`config.mk`:
```
export PLATFORM = sky130hd
export DESIGN_NAME = ptrb_ram
export DESIGN_NICKNAME = d
export VERILOG_FILES = /design/src/hw/rtl/ptrb_ram.sv
export SDC_FILE = /design/constraint.sdc
export NUM_CORES = 1
export LEC_CHECK = 0
export BUFFER_PORTS_ARGS = -buffer_cell sky130_fd_sc_hd__buf_2
export CORE_ASPECT_RATIO = 1.1
export CORE_MARGIN = 3
export CORE_UTILIZATION = 25
export DETAILED_ROUTE_END_ITERATION = 12
export PLACE_DENSITY = 0.46
export SETUP_SLACK_MARGIN = 0.2
export SKIP_LAST_GASP = 1
export SLEW_MARGIN = 0
export SYNTH_ARGS = -nofsm -noshare
export SYNTH_HDL_FRONTEND = slang
export SYNTH_SLANG_ARGS = --single-unit
```
`constraint.sdc`:
```
create_clock -name clock -period 2.1 [get_ports clock]
set_clock_uncertainty 0.05 [all_clocks]
set_input_delay 0.105 -clock clock [delete_from_list [all_inputs] [get_ports clock]]
set_output_delay 0.105 -clock clock [all_outputs]
set_load 0.005 [all_outputs]
```
`src/hw/rtl/ptrb_ram.sv`:
```
// Generic single-write, single-read synchronous RAM with a registered read.
// No dependencies.
module ptrb_ram #(
   parameter int WIDTH = 8,
   parameter int DEPTH = 16
) (
   input  logic                     clock,
   input  logic                     wr_en,
   input  logic [$clog2(DEPTH)-1:0] wr_addr,
   input  logic [WIDTH-1:0]         wr_data,
   input  logic                     rd_en,
   input  logic [$clog2(DEPTH)-1:0] rd_addr,
   output logic [WIDTH-1:0]         rd_data
);

   logic [WIDTH-1:0] mem_ff [DEPTH];
   logic [WIDTH-1:0] rd_data_ff;

   always_ff @(posedge clock) begin
      if (wr_en) begin
         mem_ff[wr_addr] <= wr_data;
      end
      if (rd_en) begin
         rd_data_ff <= mem_ff[rd_addr];
      end
   end

   assign rd_data = rd_data_ff;

endmodule

```
* Yosys cells after proc, flatten, opt, wreduce, memory -nomap -nowiden
Memories as Yosys holds them, arrays and structs flattened. A register that Yosys moved wholly into a read port is not among the register bits.
Index checks and enable logic that the tools add are counted.
** Storage, ports and cells
- Flip-flop bits (word level) :: 0
- Latch bits :: 0
- Memory bits (writable) :: 128
- Memory bits (read-only) :: 0
- Bits of input ports :: 19
- Memories kept :: 1
** Operators by class
- $add $sub $neg :: 0
- Multiply operators :: 0
- Divide/modulo/power cells :: 0
- Order comparisons :: 0
- Equality and inequality tests :: 0
- Shift-type cells :: 0
- Mux-type cells :: 2
- Bitwise gates (word level) :: 0
- Reductions and logical operators :: 0
** Memories
- mem_ff :: depth 16, width 8, rd ports 1, clocked after Yosys merged registers in 1, wr ports 1, RTL line 16 : logic [WIDTH-1:0] mem_ff [DEPTH];
** Operators with widths (number)
- 1-bit 2-to-1 mux :: 2

* Longest topological paths before layout
- Depth after elaboration :: 2
- Gate-level depth with buffers :: 5

* Worst setup path after synthesis
Ideal clock, no wire load.
- Kind :: in2reg
- From :: input wr_addr[2]
- To :: memory mem_ff[0][0] (enable)
- Setup time :: 383 ps
- Arrival time :: 1215 ps
- Data required time :: 1667 ps
- Path slack :: 452 ps
- Stages :: 2
- Cells stage by stage :: or3b_2 nor3_1
** RTL lines
- from (decl) :: RTL line 9 : input logic [$clog2(DEPTH)-1:0] wr_addr,
- to (decl) :: RTL line 16
Straight into the memory's write port.

==> impl_metrics.xml <==
<?xml version="1.0" encoding="UTF-8"?>
<metrics>
  <group name="setup_path">
    <metric name="timing.critical_path.from_type" unit="">flip-flop</metric>
    <metric name="reg2reg_slack" unit="ps">570</metric>
    <metric name="regToRegStartpoint" unit="">mem_ff[3][5]</metric>
    <metric name="capturing_point_of_the_worst_reg2reg_path" unit="">rd_data[5]</metric>
    <metric name="worst_ep_required_time" unit="ps">2200</metric>
    <metric name="path_cells" unit="">mux4_1 -&gt; a22oi_1 -&gt; nand2_1</metric>
    <metric name="rr_worst_depth" unit="">3</metric>
    <metric name="worstSetupPathType" unit="">flip-flop to flip-flop</metric>
    <metric name="crit_path_top_delay_cell" unit="">sky130_fd_sc_hd__mux4_1</metric>
    <metric name="crit_fanout" unit="">1</metric>
    <metric name="critical_path_arrival" unit="ps">1640</metric>
    <metric name="endpoint_kind" unit="">flip-flop</metric>
    <metric name="cpPeakStageDelay" unit="ps">480</metric>
  </group>
  <group name="global_route">
    <metric name="grt_antenna_before_repair" unit="">1</metric>
    <metric name="grt_first_pass_wirelength" unit="um">16560</metric>
    <metric name="first_global_vias" unit="">2598</metric>
    <metric name="grt_max_degree" unit="">33</metric>
    <metric name="grt_overflow_total" unit="">0</metric>
    <metric name="global_route.usage.total" unit="">0.1036</metric>
  </group>
  <group name="yosys">
    <metric name="yosysWarningCount" unit="">0</metric>
    <metric name="netlist_instances" unit="">229</metric>
    <metric name="synth.top_cells.by_area" unit="">sky130_fd_sc_hd__edfxtp_1, sky130_fd_sc_hd__mux4_2, sky130_fd_sc_hd__mux4_1</metric>
    <metric name="synth.largest_area_cell" unit="">sky130_fd_sc_hd__edfxtp_1</metric>
    <metric name="ys_seq_elements" unit="">136</metric>
    <metric name="synth-seq-area-share" unit="">0.7812</metric>
    <metric name="synthesis.area" unit="um2">5228</metric>
    <metric name="yosys.cell_types.count" unit="">18</metric>
    <metric name="synth_nets" unit="">248</metric>
    <metric name="synthDominantCellAreaShare" unit="">0.7812</metric>
    <metric name="syn-mean-instance-area" unit="um2">22.83</metric>
  </group>
  <group name="clock_network">
    <metric name="cts_setup_buffers" unit="">0</metric>
    <metric name="clockRootBuffer" unit="">sky130_fd_sc_hd__clkbuf_16</metric>
    <metric name="clock_sink_total" unit="">136</metric>
    <metric name="htree_depth" unit="">4</metric>
    <metric name="cts_tree" unit="">yes</metric>
    <metric name="holdBufCountCts" unit="">0</metric>
    <metric name="cts-resized-gates" unit="">0</metric>
    <metric name="clk_pin_slew" unit="ps">60</metric>
    <metric name="cts.path.max_buffers" unit="">2</metric>
    <metric name="insertion_delay" unit="ps">410</metric>
    <metric name="total_cts_buffers" unit="">17</metric>
  </group>
  <group name="timing">
    <metric name="fin_setup_tns" unit="ps">0</metric>
    <metric name="timing.final.hold_violations" unit="">0</metric>
    <metric name="worst_slew_margin_rel" unit="">0.4848</metric>
    <metric name="period_utilization" unit="">0.7305</metric>
    <metric name="rsz0062_at_grt" unit="">false</metric>
    <metric name="finalSetupViolCount" unit="">0</metric>
    <metric name="slew_at_the_pin_closest_to_its_max_slew_limit" unit="ps">769.9</metric>
    <metric name="period_needed" unit="ps">1534</metric>
    <metric name="whs" unit="ps">23.15</metric>
    <metric name="max_freq" unit="MHz">651.9</metric>
    <metric name="finalMaxSlewViolations" unit="">0</metric>
    <metric name="final_critical_path_setup_slack" unit="ps">566.0</metric>
  </group>
  <group name="cells_and_area">
    <metric name="layout-drive-gt1-share" unit="">0.3098</metric>
    <metric name="final_core_utilization" unit="">0.3099</metric>
    <metric name="n_fill_cell" unit="">1917</metric>
    <metric name="multi_input_comb_area" unit="um2">1057</metric>
    <metric name="area_delta_synth_final" unit="%">19.77</metric>
    <metric name="final_cell_mix" unit="">sky130_fd_sc_hd__edfxtp_1, sky130_fd_sc_hd__buf_2, sky130_fd_sc_hd__mux4_2, sky130_fd_sc_hd__buf_4, sky130_fd_sc_hd__clkbuf_16</metric>
    <metric name="total_area_of_sequential_cells" unit="um2">4084</metric>
    <metric name="final_common_cell" unit="">sky130_fd_sc_hd__edfxtp_1</metric>
    <metric name="nets" unit="">303</metric>
  </group>
  <group name="floorplan">
    <metric name="floorplan.die.width" unit="um">143.9</metric>
    <metric name="boundaryPins" unit="">27</metric>
    <metric name="initial_utilization" unit="">0.2588</metric>
    <metric name="floorplan_row_count" unit="">54</metric>
    <metric name="placeableCoreArea" unit="um2">20200</metric>
    <metric name="height_of_the_die" unit="um">157.7</metric>
    <metric name="fp.dieArea" unit="um2">22680</metric>
  </group>
  <group name="power_and_ir_drop">
    <metric name="p_per_area" unit="nW/um2">936.6</metric>
    <metric name="post-layout-total-power" unit="W">0.005864</metric>
    <metric name="clock_power_share" unit="">0.427</metric>
    <metric name="power_switching" unit="W">0.001215</metric>
    <metric name="cell_internal_pwr" unit="W">0.004649</metric>
    <metric name="combPwrFrac" unit="">0.048</metric>
    <metric name="p_leak" unit="nW">2.076</metric>
    <metric name="power.ir.vdd_worst" unit="uV">531.4</metric>
    <metric name="netSwitchingFraction" unit="">0.2072</metric>
    <metric name="p_seq_frac" unit="">0.525</metric>
  </group>
  <group name="routing">
    <metric name="route.detailed.drc" unit="">0</metric>
    <metric name="detail_route.first_pass.iterations" unit="">4</metric>
    <metric name="routed_via_density" unit="">4.473</metric>
    <metric name="first_iter_violations" unit="">194</metric>
    <metric name="wl_per_instance" unit="um">20.11</metric>
    <metric name="vias_after_detailed_routing" unit="">2460</metric>
    <metric name="postRouteWirelength" unit="um">11060</metric>
    <metric name="antenna_violation_net_count_after_detailed_routing" unit="">0</metric>
  </group>
  <group name="worst_hold_path">
    <metric name="holdPathEnd" unit="">rd_data[1]</metric>
    <metric name="worstHoldStart" unit="">rd_en</metric>
    <metric name="hold_path_depth" unit="">1</metric>
    <metric name="min-delay-path-class" unit="">primary input to flip-flop</metric>
  </group>
  <group name="place">
    <metric name="placement.io_buffers" unit="">26</metric>
    <metric name="gp_congestion" unit="">0.6861</metric>
    <metric name="hpwlAfterDp" unit="um">6999</metric>
    <metric name="post_placement_worst_setup_slack" unit="ps">280.1</metric>
  </group>
  <group name="job">
    <metric name="max-cap-violations" unit="">0</metric>
  </group>
  <group name="outcome">
    <metric name="status" unit="">completed</metric>
  </group>
</metrics>
per-layer routing:
metal  global-route usage  share of wire
met5                    0              0
met4              0.03498          0.015
met3              0.03625          0.047
met2               0.1543           0.48
met1               0.1417           0.46
through the flow:
step / cells / instance area (um2)
after global routing: 549 / 6259
after detailed placement: 517 / 5762
after floorplan: 229 / 5228
after global placement: 517 / 5762
after CTS: 549 / 6259
final: 550 / 6261
flip-flops by register name, indices dropped and copies added, names as in the netlist:
| signal | cells |
|---|---|
| mem_ff | 128 |
| rd_data | 8 |
cells in the mapped netlist:
cell / n
sky130_fd_sc_hd__nor3_1: 4
sky130_fd_sc_hd__nand2_1: 9
sky130_fd_sc_hd__mux4_2: 18
sky130_fd_sc_hd__clkdlybuf4s25_2: 3
sky130_fd_sc_hd__edfxtp_1: 136
sky130_fd_sc_hd__buf_4: 1
sky130_fd_sc_hd__nand2b_1: 2
sky130_fd_sc_hd__and2b_1: 1
sky130_fd_sc_hd__nor2_1: 13
sky130_fd_sc_hd__nand3_1: 1
sky130_fd_sc_hd__nor2b_1: 1
sky130_fd_sc_hd__buf_6: 3
sky130_fd_sc_hd__or3b_2: 1
sky130_fd_sc_hd__nand3b_1: 2
sky130_fd_sc_hd__a22oi_1: 16
sky130_fd_sc_hd__and2_1: 1
sky130_fd_sc_hd__buf_2: 3
sky130_fd_sc_hd__mux4_1: 14
kinds of logic (layout without fill, tap and decap cells):
| logic type | count (synthesis) | after routing | synth area share |
|---|---|---|---|
| flops | 136 | 136 | 0.7812 |
| mux | 32 | 32 | 0.1479 |
| compound gates | 16 | 16 | 0.02298 |
| simple gates | 35 | 35 | 0.03136 |
| other cells | 0 | 1 | 0 |
| buf+inv | 10 | 78 | 0.01651 |
critical path: cells and delay by family, from the launching register on:
kind | cells | cell delay, ps
multiplexers | 1 | 480
flip-flops | 1 | 370
AO/OA/AOI/OAI | 1 | 280
AND/OR/NAND/NOR | 1 | 100
final cells by class:
type / instances / share of cell area
Antenna cell: 1 / 0.0003997
Clock buffer: 19 / 0.06914
Clock inverter: 13 / 0.01019
Multi-Input combinational cell: 83 / 0.1689
Sequential cell: 136 / 0.6523
Tap cell: 252 / 0.05036
Timing Repair Buffer: 46 / 0.04876
power groups by stage:
stage | clock [W] | combinational, W | sequential [W]
2_1_floorplan | 0 | 0.000154 | 0.00313
3_3_place_gp | 0 | 0.000284 | 0.00313
3_5_place_dp | 0 | 0.000290 | 0.00313
4_1_cts | 0.00257 | 0.000290 | 0.00308
5_1_grt | 0.00269 | 0.000308 | 0.00308
6_report | 0.00251 | 0.000280 | 0.00308
worst max path at each step:
| stage | startpoint | depth (start not counted) | slack [ps] | to |
|---|---|---|---|---|
| 2_1_floorplan | wr_addr[2] | 2 | 450 | mem_ff[0][0] |
| 3_3_place_gp | rd_addr[0] | 5 | 300 | rd_data[5] |
| 3_5_place_dp | rd_addr[0] | 5 | 280 | rd_data[5] |
| 4_1_cts | mem_ff[0][5] | 3 | 540 | rd_data[5] |
| 5_1_grt | mem_ff[1][5] | 3 | 480 | rd_data[5] |
| 6_report | mem_ff[3][5] | 3 | 570 | rd_data[5] |
(Power assumes the default switching activity.)
